===== config.mk =====
export PLATFORM = sky130hd
export DESIGN_NAME = matrix_determinant_unit
export DESIGN_NICKNAME = d
export VERILOG_FILES = /design/src/design/mdet_pkg.sv /design/src/design/mdet_front.sv /design/src/design/mdet_back.sv /design/src/design/matrix_determinant_unit.sv
export SDC_FILE = /design/constraint.sdc
export NUM_CORES = 2
export LEC_CHECK = 0
export ABC_AREA = 1
export ABC_CLOCK_PERIOD_IN_PS = 12500
export BUFFER_PORTS_ARGS = -buffer_cell sky130_fd_sc_hd__buf_2
export CORE_AREA = 2 2 304 306
export CTS_CLUSTER_DIAMETER = 50
export DETAILED_ROUTE_END_ITERATION = 10
export DIE_AREA = 0 0 306 308
export SLEW_MARGIN = 20
export SYNTH_ARGS = -nofsm -noshare
export SYNTH_HDL_FRONTEND = slang
export SYNTH_SLANG_ARGS = --single-unit

===== constraint.sdc =====
create_clock -name clk -period 12.5 [get_ports clk]
set_input_delay 1.25 -clock clk [delete_from_list [all_inputs] [get_ports clk]]
set_output_delay 1.25 -clock clk [all_outputs]
set_load 0.01 [all_outputs]

===== src/design/mdet_pkg.sv =====
// Shared constants and types for the determinant unit.
package mdet_pkg;

    localparam int MaxOrder   = 4;
    localparam int EntryBits  = 12;
    localparam int StoreDepth = MaxOrder * MaxOrder;
    localparam int IdxBits    = $clog2(StoreDepth);
    localparam int CntBits    = $clog2(StoreDepth + 1);
    localparam int OrdBits    = 3;
    localparam int DetBits    = 50;
    // Fits exact determinant: 4 entries of 12 bits, 4! terms.
    localparam int AccBits    = 64;

    typedef logic signed [EntryBits-1:0] entry_t;
    typedef logic [OrdBits-1:0]          order_t;

    typedef struct packed {
        logic [1:0] perm_n;  // effective order minus one
    } job_t;

endpackage


===== src/design/mdet_front.sv =====
// Input side: entry counting, entry store writes, job queue.
module mdet_front
(
    input  logic                   clk,
    input  logic                   rst_n,
    input  mdet_pkg::order_t       cfg_order,
    input  logic                   cfg_we,
    input  logic                   push,
    input  mdet_pkg::entry_t       entry_value,
    output logic                   full,
    output logic                   wr_en,
    output logic [mdet_pkg::IdxBits-1:0] wr_idx,
    output mdet_pkg::entry_t       wr_data,
    output logic                   job_valid,
    output mdet_pkg::job_t         job,
    input  logic                   job_take,
    input  logic                   back_busy
);
    import mdet_pkg::*;

    logic [CntBits-1:0] cnt_reg, cnt_next;
    logic               jv_reg;
    job_t               job_reg;
    logic [2:0]         n_eff;
    logic [CntBits-1:0] total;
    logic               accept, last;

    always_comb
    begin
        if (cfg_order == '0)
            n_eff = 3'd1;
        else if (cfg_order > 3'(MaxOrder))
            n_eff = 3'(MaxOrder);
        else
            n_eff = cfg_order;
        total = CntBits'(n_eff) * CntBits'(n_eff);
    end

    // The store is single-copy, so loading waits while a job is held or running.
    assign full    = jv_reg || back_busy;
    assign accept  = push && !full;
    assign last    = (cnt_reg + 1'b1) == total;
    assign wr_en   = accept;
    assign wr_idx  = cnt_reg[IdxBits-1:0];
    assign wr_data = entry_value;
    assign cnt_next = last ? '0 : cnt_reg + 1'b1;
    assign job_valid = jv_reg;
    assign job       = job_reg;

    always_ff @(posedge clk or negedge rst_n)
    begin
        if (!rst_n)
        begin
            cnt_reg <= '0;
            jv_reg  <= 1'b0;
            job_reg <= '0;
        end
        else
        begin
            if (cfg_we)
                cnt_reg <= '0;
            else if (accept)
                cnt_reg <= cnt_next;
            if (accept && last)
            begin
                jv_reg         <= 1'b1;
                job_reg.perm_n <= 2'(n_eff - 3'd1);
            end
            else if (job_take)
                jv_reg <= 1'b0;
        end
    end

    a_cnt_range: assert property (@(posedge clk) disable iff (!rst_n)
        cnt_reg < CntBits'(StoreDepth))
        else $error("entry count out of range");
    a_no_accept_busy: assert property (@(posedge clk) disable iff (!rst_n)
        back_busy |-> !accept)
        else $error("entry accepted while engine busy");
    a_job_set: assert property (@(posedge clk) disable iff (!rst_n)
        (accept && last) |=> jv_reg)
        else $error("job lost");

endmodule


===== src/design/mdet_back.sv =====
// Engine: Leibniz formula as a sum over up to 24 permutations, one product per step.
module mdet_back
(
    input  logic                   clk,
    input  logic                   rst_n,
    input  logic                   wr_en,
    input  logic [mdet_pkg::IdxBits-1:0] wr_idx,
    input  mdet_pkg::entry_t       wr_data,
    input  logic                   job_valid,
    input  mdet_pkg::job_t         job,
    output logic                   job_take,
    output logic                   busy,
    output logic                   res_valid,
    output logic signed [mdet_pkg::DetBits-1:0] det_value,
    output logic                   overflow_flag,
    input  logic                   res_take
);
    import mdet_pkg::*;

    typedef enum logic [2:0] {S_IDLE, S_READ, S_MUL, S_ACC, S_DONE} state_t;

    entry_t store [StoreDepth];
    state_t st_reg;
    logic [4:0] perm_reg;
    logic [1:0] nm1_reg;
    logic [2:0] k_reg;           // row being multiplied in
    logic signed [AccBits-1:0] prod_reg, acc_reg;
    entry_t rd_reg;
    logic rv_reg, ovf_reg;
    logic signed [DetBits-1:0] det_reg;
    logic [1:0] col;
    logic       parity;
    logic [4:0] nperm;
    logic signed [AccBits-1:0] sum;
    logic signed [51:0] mul_w;

    // Leading digit of the permutation index, that is the index divided by six.
    function automatic logic [1:0] plead(input logic [4:0] p);
        if (p >= 5'd18)
            return 2'd3;
        else if (p >= 5'd12)
            return 2'd2;
        else if (p >= 5'd6)
            return 2'd1;
        else
            return 2'd0;
    endfunction

    // Column of row k under permutation p of 0..3 (lexicographic).
    function automatic logic [1:0] pcol(input logic [4:0] p, input logic [1:0] k);
        logic [1:0] a [4];
        logic [1:0] r [4];
        logic [4:0] q;
        logic [1:0] i0, i1;
        logic [1:0] t;
        a[0] = 2'd0; a[1] = 2'd1; a[2] = 2'd2; a[3] = 2'd3;
        i0 = plead(p);
        q  = p - 5'(i0) * 5'd6;
        i1 = 2'(q >> 1);
        r[0] = a[i0];
        for (int j = 0; j < 3; j++)
            if (j >= int'(i0)) a[j] = a[j+1];
        r[1] = a[i1];
        for (int j = 0; j < 2; j++)
            if (j >= int'(i1)) a[j] = a[j+1];
        if (q[0]) begin t = a[0]; a[0] = a[1]; a[1] = t; end
        r[2] = a[0]; r[3] = a[1];
        return r[k];
    endfunction

    // The parity is the sum of the index digits: i0, q/2 and q%2.
    function automatic logic pparity(input logic [4:0] p);
        logic [1:0] i0;
        logic [4:0] q;
        i0 = plead(p);
        q  = p - 5'(i0) * 5'd6;
        return i0[0] ^ q[1] ^ q[0];
    endfunction

    assign col    = pcol(perm_reg, k_reg[1:0]);
    assign parity = pparity(perm_reg);
    assign sum    = parity ? acc_reg - prod_reg : acc_reg + prod_reg;
    assign mul_w  = $signed(prod_reg[39:0]) * rd_reg;
    // Permutations for order n are the first n! ones, which keep the top 4-n
    // positions in place; the rest is handled by offsetting row/col below.
    assign nperm  = (nm1_reg == 2'd0) ? 5'd1 : (nm1_reg == 2'd1) ? 5'd2 :
                    (nm1_reg == 2'd2) ? 5'd6 : 5'd24;

    always_ff @(posedge clk)
    begin
        if (wr_en)
            store[wr_idx] <= wr_data;
    end

    // Order n uses the first n! permutations restricted to rows/cols 4-n..3,
    // remapped to 0..n-1: row r -> r-(4-n), col c -> c-(4-n).
    logic [1:0] off;
    logic [1:0] rrow, rcol;
    assign off  = 2'd3 - nm1_reg;
    assign rrow = k_reg[1:0] - off;
    assign rcol = col - off;
    logic [IdxBits-1:0] addr;
    always_comb
        addr = IdxBits'(({2'b0, rrow} * ({2'b0, nm1_reg} + 4'd1)) + {2'b0, rcol});

    always_ff @(posedge clk)
    begin
        if (st_reg == S_READ)
            rd_reg <= store[addr];
    end

    always_ff @(posedge clk or negedge rst_n)
    begin
        if (!rst_n)
        begin
            st_reg  <= S_IDLE;
            rv_reg  <= 1'b0;
            perm_reg <= '0;
            nm1_reg <= '0;
            k_reg   <= '0;
            prod_reg <= '0;
            acc_reg <= '0;
            ovf_reg <= 1'b0;
            det_reg <= '0;
        end
        else
        begin
            if (res_take)
                rv_reg <= 1'b0;
            unique case (st_reg)
                S_IDLE:
                begin
                    if (job_valid && !rv_reg)
                    begin
                        nm1_reg  <= job.perm_n;
                        perm_reg <= '0;
                        k_reg    <= 3'd3 - 3'(job.perm_n);
                        acc_reg  <= '0;
                        prod_reg <= AccBits'(1);
                        st_reg   <= S_READ;
                    end
                end
                S_READ:
                    st_reg <= S_MUL;
                S_MUL:
                begin
                    prod_reg <= AccBits'(mul_w);
                    if (k_reg == 3'd3)
                        st_reg <= S_ACC;
                    else
                    begin
                        k_reg  <= k_reg + 3'd1;
                        st_reg <= S_READ;
                    end
                end
                S_ACC:
                begin
                    acc_reg <= sum;
                    if (perm_reg == nperm - 5'd1)
                        st_reg <= S_DONE;
                    else
                    begin
                        perm_reg <= perm_reg + 5'd1;
                        k_reg    <= 3'd3 - 3'(nm1_reg);
                        prod_reg <= AccBits'(1);
                        st_reg   <= S_READ;
                    end
                end
                S_DONE:
                begin
                    rv_reg <= 1'b1;
                    if (acc_reg > AccBits'(64'sh1_FFFF_FFFF_FFFF))
                    begin
                        det_reg <= {1'b0, {(DetBits-1){1'b1}}};
                        ovf_reg <= 1'b1;
                    end
                    else if (acc_reg < -AccBits'(64'sh2_0000_0000_0000))
                    begin
                        det_reg <= {1'b1, {(DetBits-1){1'b0}}};
                        ovf_reg <= 1'b1;
                    end
                    else
                    begin
                        det_reg <= acc_reg[DetBits-1:0];
                        ovf_reg <= 1'b0;
                    end
                    st_reg <= S_IDLE;
                end
                default:
                    st_reg <= S_IDLE;
            endcase
        end
    end

    // A finished result sits in its own register, so the store can be
    // reloaded while the result waits to be taken.
    assign job_take      = (st_reg == S_IDLE) && job_valid && !rv_reg;
    assign busy          = (st_reg != S_IDLE);
    assign res_valid     = rv_reg;
    assign det_value     = det_reg;
    assign overflow_flag = ovf_reg;

    a_perm: assert property (@(posedge clk) disable iff (!rst_n)
        (st_reg != S_IDLE) |-> (perm_reg < nperm))
        else $error("permutation index out of window");
    a_done: assert property (@(posedge clk) disable iff (!rst_n)
        (st_reg == S_DONE) |=> rv_reg)
        else $error("result not posted");
    a_take: assert property (@(posedge clk) disable iff (!rst_n)
        job_take |=> (st_reg == S_READ))
        else $error("job start missed");

endmodule


===== src/design/matrix_determinant_unit.sv =====
// Top level of the streaming integer determinant unit.
// Once the last entry of an order-n matrix is accepted, the job is registered; the
// engine takes it when idle with no result waiting and posts the result from S_DONE.
// Throughput: one entry per cycle while full is low; per permutation the engine runs
// read and 40x12 multiply states per row and an accumulate state, input stalled.
// Reset is asynchronous and active low; it clears counts and the queue, sets order 4.
module matrix_determinant_unit
(
    input  logic                    clk,
    input  logic                    rst_n,
    input  logic                    cfg_we,
    input  mdet_pkg::order_t        cfg_data,
    input  logic                    push,
    output logic                    full,
    input  mdet_pkg::entry_t        entry_value,
    output logic                    empty,
    input  logic                    pop,
    output logic signed [mdet_pkg::DetBits-1:0] det_value,
    output logic                    overflow_flag
);
    import mdet_pkg::*;

    order_t order_reg;
    logic wr_en, job_valid, job_take, busy, res_valid;
    logic [IdxBits-1:0] wr_idx;
    entry_t wr_data;
    job_t   job;

    // The order register; writing it also restarts the matrix in progress.
    always_ff @(posedge clk or negedge rst_n)
    begin
        if (!rst_n)
            order_reg <= 3'(MaxOrder);
        else if (cfg_we)
            order_reg <= cfg_data;
    end

    mdet_front u_front
    (
        .clk(clk), .rst_n(rst_n), .cfg_order(order_reg), .cfg_we(cfg_we),
        .push(push), .entry_value(entry_value), .full(full),
        .wr_en(wr_en), .wr_idx(wr_idx), .wr_data(wr_data),
        .job_valid(job_valid), .job(job), .job_take(job_take), .back_busy(busy)
    );

    mdet_back u_back
    (
        .clk(clk), .rst_n(rst_n), .wr_en(wr_en), .wr_idx(wr_idx), .wr_data(wr_data),
        .job_valid(job_valid), .job(job), .job_take(job_take), .busy(busy),
        .res_valid(res_valid), .det_value(det_value),
        .overflow_flag(overflow_flag), .res_take(pop && res_valid)
    );

    assign empty = !res_valid;

endmodule


* After elaboration in Yosys (flattened, before gate mapping)
Memory sizes are Yosys's and may differ from the RTL's. A register that Yosys moved wholly into a read port is not among the register bits. Index checks and enable logic that the tools add are counted.
Operators by class: add/sub/neg operators 15, $mul 4, $lt $le $gt $ge 14, equality and inequality tests 12, mux-type cells 53, bitwise logic cells 5, reductions and logical operators 23
Operators by type and width (count):
- $mux 64 | 4
- $pmux 64 s3 | 1
- $pmux 64 s2 | 1
- $mux 50 | 2
- $add 64x64->64 | 1
- $gt 64x50->1 const B | 1
- $lt 64x50->1 const B | 1
- $sub 64x64->64 | 1
- $mul 40x12->52 | 1
- $mux 5 | 8
- $mux 2 | 12
- $mux 3 | 7
- $bmux 2 s2 | 3
- $pmux 3 s4 | 1
- $mux 1 | 11
- $add 5x1->5 const B | 2
- $eq 5x5->1 | 2
- $pmux 5 s2 | 1
- $eq 3x2->1 const B | 3
- $ge 3x3->1 const B | 3
- $not 2->3 | 3
- $pmux 3 s3 | 1
- $ge 1x2->1 const A | 4
- $reduce_bool 2->1 | 4
- 34 further kinds | 48
Word-level totals: bits in registers 204, memory bits (writable) 192, input port bits 20, output and inout port bits 53, memories kept 1
Memory list:
- u_back.store | depth 16, bits a word 12, rd ports 1, clocked after memory_dff 1, wr ports 1, RTL line mdet_back.sv:22 | entry_t store [StoreDepth];

* Depth between registers and ports, before layout
depth in word-level cells 15, depth in mapped cells 31, mapped depth without buffers 29

* Cells and area by module
Synthesis repeated with hierarchy kept, for this count alone.
Unflattened totals: cells, all modules 5662, area total of the unflattened synthesis 41362.2 µm²
Modules (own cells, without submodules):
- mdet_back | instances 1, cells an instance 5542, area each 40463.8 µm²
- mdet_front | instances 1, cells an instance 104, area each 773.2 µm²
- matrix_determinant_unit | instances 1, cells an instance 16, area each 125.1 µm²

* Least setup slack after synthesis
No wires, ideal clock.
kind reg2reg, start reg u_back.rd_reg[11], read port of u_back.store, end reg u_back.prod_reg[25], setup time 0.118 ns, arrival 4.977 ns, required time 12.382 ns, slack 7.405 ns, cell stages (with the launch flop) 21, path buffers 1, clock period less this slack 5.095 ns, path through edfxtp_1 > clkinv_1 > clkbuf_1 > nor2_1 > fa_1 > fa_1 > fa_1 > fa_1 > inv_1 > fa_1 > inv_1 > ha_1 > nand2_1 > nor2_1 > inv_1 > nor2_1 > inv_1 > nor3b_1 > o21ai_0 > nand3b_1 > nand2_1
On the way: word-level cells in the longest chain between the ends 2
RTL lines:
- start: declaration | RTL line mdet_back.sv:28 | entry_t rd_reg;
- $mul 40x12->52 | RTL line mdet_back.sv:83 | assign mul_w = $signed(prod_reg[39:0]) * rd_reg;
- $pmux 64 s3 | RTL line mdet_back.sv:130 | unique case (st_reg)
- end signal: assignment | RTL line mdet_back.sv:139 | prod_reg <= AccBits'(1);
- end signal: assignment | RTL line mdet_back.sv:147 | prod_reg <= AccBits'(mul_w);
- end signal: assignment | RTL line mdet_back.sv:165 | prod_reg <= AccBits'(1);
- end: declaration | RTL line mdet_back.sv:27 | logic signed [AccBits-1:0] prod_reg, acc_reg;
Every way passes these cells. A chain may end at the register's enable or synchronous reset.

* Final worst setup path
start reg u_back.rd_reg[4], read port of u_back.store, end reg u_back.prod_reg[39]
The elaborated chain is that of the path after synthesis.

==> reports/results.txt <==
Outcome -> finished, final reports clean
Global-route wire length before repair -> 197,000 um
Count of inserted antenna diode cells -> 0
Fraction of the yosys area taken by sequential cells -> 0.268
Post CTS Setup Buffer Count -> 0
Die ar. -> 0.0942 mm2
Wire length reported by the detailed router -> 123,000 um
Number of placed instances with taps included -> 6,571
Global Route Usage Sum -> 0.270
Worst clock skew -> 0.0637 ns
Synthesis-to-layout area growth -> 8.26%
Ports -> 73
Data required time of the critical path -> 13.04 ns
Remaining global-route overflow -> 0
Prevailing post-synth register cell -> edfxtp_1
Die Wd -> 306 um
Clock-pin slew on the worst setup and hold paths -> 0.06 ns
Arrival time at the worst endpoint -> 6.68 ns
WS Path Type -> reg2reg
Yosys warnings -> 0
Hold-fix buffers at CTS -> 0
Initial core utilization -> 0.448
Type of the worst min-delay path -> reg2reg
Endpoints failing setup -> 0
H-tree depth -> 2
Vias in the first global route -> 34,757
Total half-perimeter wirelength after legalization and detailed placement -> 95,500 um
Most frequent cells in the layout -> nand2_1 (1,640), inv_1 (1,151), nor2_1 (470)
Number of buffers created by CTS -> 56
Dpl cell area -> 0.0422 mm2
Pin count of the biggest net entering global routing -> 83
Area of the multi-input gates -> 0.0247 mm2
Synth cell types -> 54
CTS tree -> done
Initial drt markers -> 2,727
Post-route standard cell area excluding fillers -> 0.0441 mm2
Ys async rst share -> 0.485
Ranking of synthesized cells by area -> fa_1 (21%), nand2_1 (15%), edfxtp_1 (15%), dfrtp_1 (12%), inv_1 (11%)
Share of the cycle needed by the critical path after routing -> 0.492
Worst-case headroom to the max-slew limit -> 0.354
Routed len/inst -> 18.5 um
Antenna violations before repair -> 0
Share of the synthesized area in the top cell type -> 0.207
Largest buffer count on any clock path -> 3
Cell taking the most area after synthesis -> fa_1
Max-cap check violation count -> 0
Synthesized instance count -> 5,460
Fraction of layout cells with a size suffix above 1 -> 0.0499
TritonRoute pass-1 iters -> 5
Final-layout setup total negative slack -> 0 ns
Sinks on Clock Net -> 396
Core Region -> 0.0910 mm2
Max reg flops -> 192
Final count of pins violating max slew -> 0
Critical Path Fanout Max -> 38
Root Buffer -> clkbuf_16
Max Freq -> 0.163 GHz
Clock latency on the worst-skew pair -> 0.66 ns
Startpoint kind of the worst setup timing path -> flop
Die H -> 308 um
Kind of capture point of the worst setup path -> flop
Remaining routing DRC violations -> 0
Total Nets Final -> 6,079
Filler Cells Inserted -> 9,109
Post-layout instance count excluding filler cells -> 6,677
# rows -> 111
Routed via count divided by cell count -> 5.14
Synth Net Count -> 6,096
Post-synthesis register bit count -> 396
Final hold vios -> 0
Per-instance average area after synthesis -> 7.46 um2
Post-CTS resize count -> 0
Detailed-route via count -> 34,346
Utilization of the core after routing -> 0.485
Leading cell type in the layout, fill and taps excluded -> nand2_1
Number of antenna-violating nets in the routed design -> 0
Transition time of the tightest slew-check pin -> 0.967 ns
Setup repair after global routing missed its margin -> false
Number of enable flip-flop cells after synthesis -> 204
Global placer's final weighted congestion -> 0.994
Sequential cell area -> 0.0109 mm2
Shortest clock period the worst path allows after layout -> 6.15 ns
Post-synth design cell area -> 0.0407 mm2
Quantity of I/O buffers inserted on ports -> 72
-- cells in the mapped netlist, drive strengths merged, types with 38 or more instances --
cell type and n:
a21oi 171, buf 38, clkbuf 154, dfrtp 191
edfxtp 204, fa 421, ha 195, inv 1161
nand2 1648, nand3 204, nand4 46, nor2 494
o21ai 250, o32ai 50, xor2 64
-- metrics by stage --
step,hold slack (ns),worst slack [ns]
after floorplan,0.442,7.40
after global placement,0.463,6.40
after detailed placement,0.476,6.40
after CTS,0.490,6.36
after global routing,0.521,5.97
final,0.484,6.35
-- layout make-up --
cell class	instances	share of cell area
Clock inverter	35	0.00951
Timing Repair Buffer	117	0.0161
Inverter	1165	0.0992
Multi-Input combinational cell	3707	0.559
Clock buffer	71	0.0342
Sequential cell	396	0.248
Tap cell	1186	0.0337
-- layer usage --
metal | track usage | share of wire
met2 | 0.451 | 0.47
met1 | 0.366 | 0.45
met3 | 0.0368 | 0.057
met5 | 0 | 0
met4 | 0.0766 | 0.030
-- worst max-delay path, stage by stage, from the launching register on --
cell and delay, ns:
edfxtp_1 0.52, buf_4 0.57, nand2_1 0.16, fa_1 0.54, fa_1 0.53, inv_1 0.06
fa_1 0.46, fa_1 0.54, inv_1 0.05, fa_1 0.53, inv_1 0.04, ha_1 0.35
nand2_1 0.12, nor2_1 0.25, nand2_1 0.17, nor4_1 0.44, nand3_1 0.31, nand3_1 0.17
nand2_1 0.06, nand3_1 0.07, nand2_1 0.06
-- path summary, 6_finish.rpt --
path | to | cells past startpoint | slack (ns) | startpoint
setup / recovery | u_back.prod_reg[39]$_DFFE_PN0P_ | 20 | 6.35 | u_back.rd_reg[4]$_DFFE_PP_
hold / removal | order_reg[0]$_DFFE_PN0P_ | 2 | 0.48 | order_reg[0]$_DFFE_PN0P_
setup reg to reg | u_back.prod_reg[39]$_DFFE_PN0P_ | 20 | 6.35 | u_back.rd_reg[4]$_DFFE_PP_
hold reg to reg | order_reg[0]$_DFFE_PN0P_ | 2 | 0.48 | order_reg[0]$_DFFE_PN0P_
max in group asynchronous | u_back.det_value[25]$_DFFE_PN0P_ | 2 | 10.41 | rst_n
min in group asynchronous | u_back.det_value[12]$_DFFE_PN0P_ | 1 | 0.66 | rst_n
-- cell families after synthesis --
group                      synth area share
xor gates and xnor gates             0.0174
AOI/OAI and AO/OA                    0.0766
buffers and inverters                 0.127
adders and majority gates             0.267
other                             0.0000921
DFF                                   0.268
and+or+nand+nor                       0.244
Power is not shown: default switching activity piles up to over one toggle a cycle in this logic, so the estimate is an artifact.
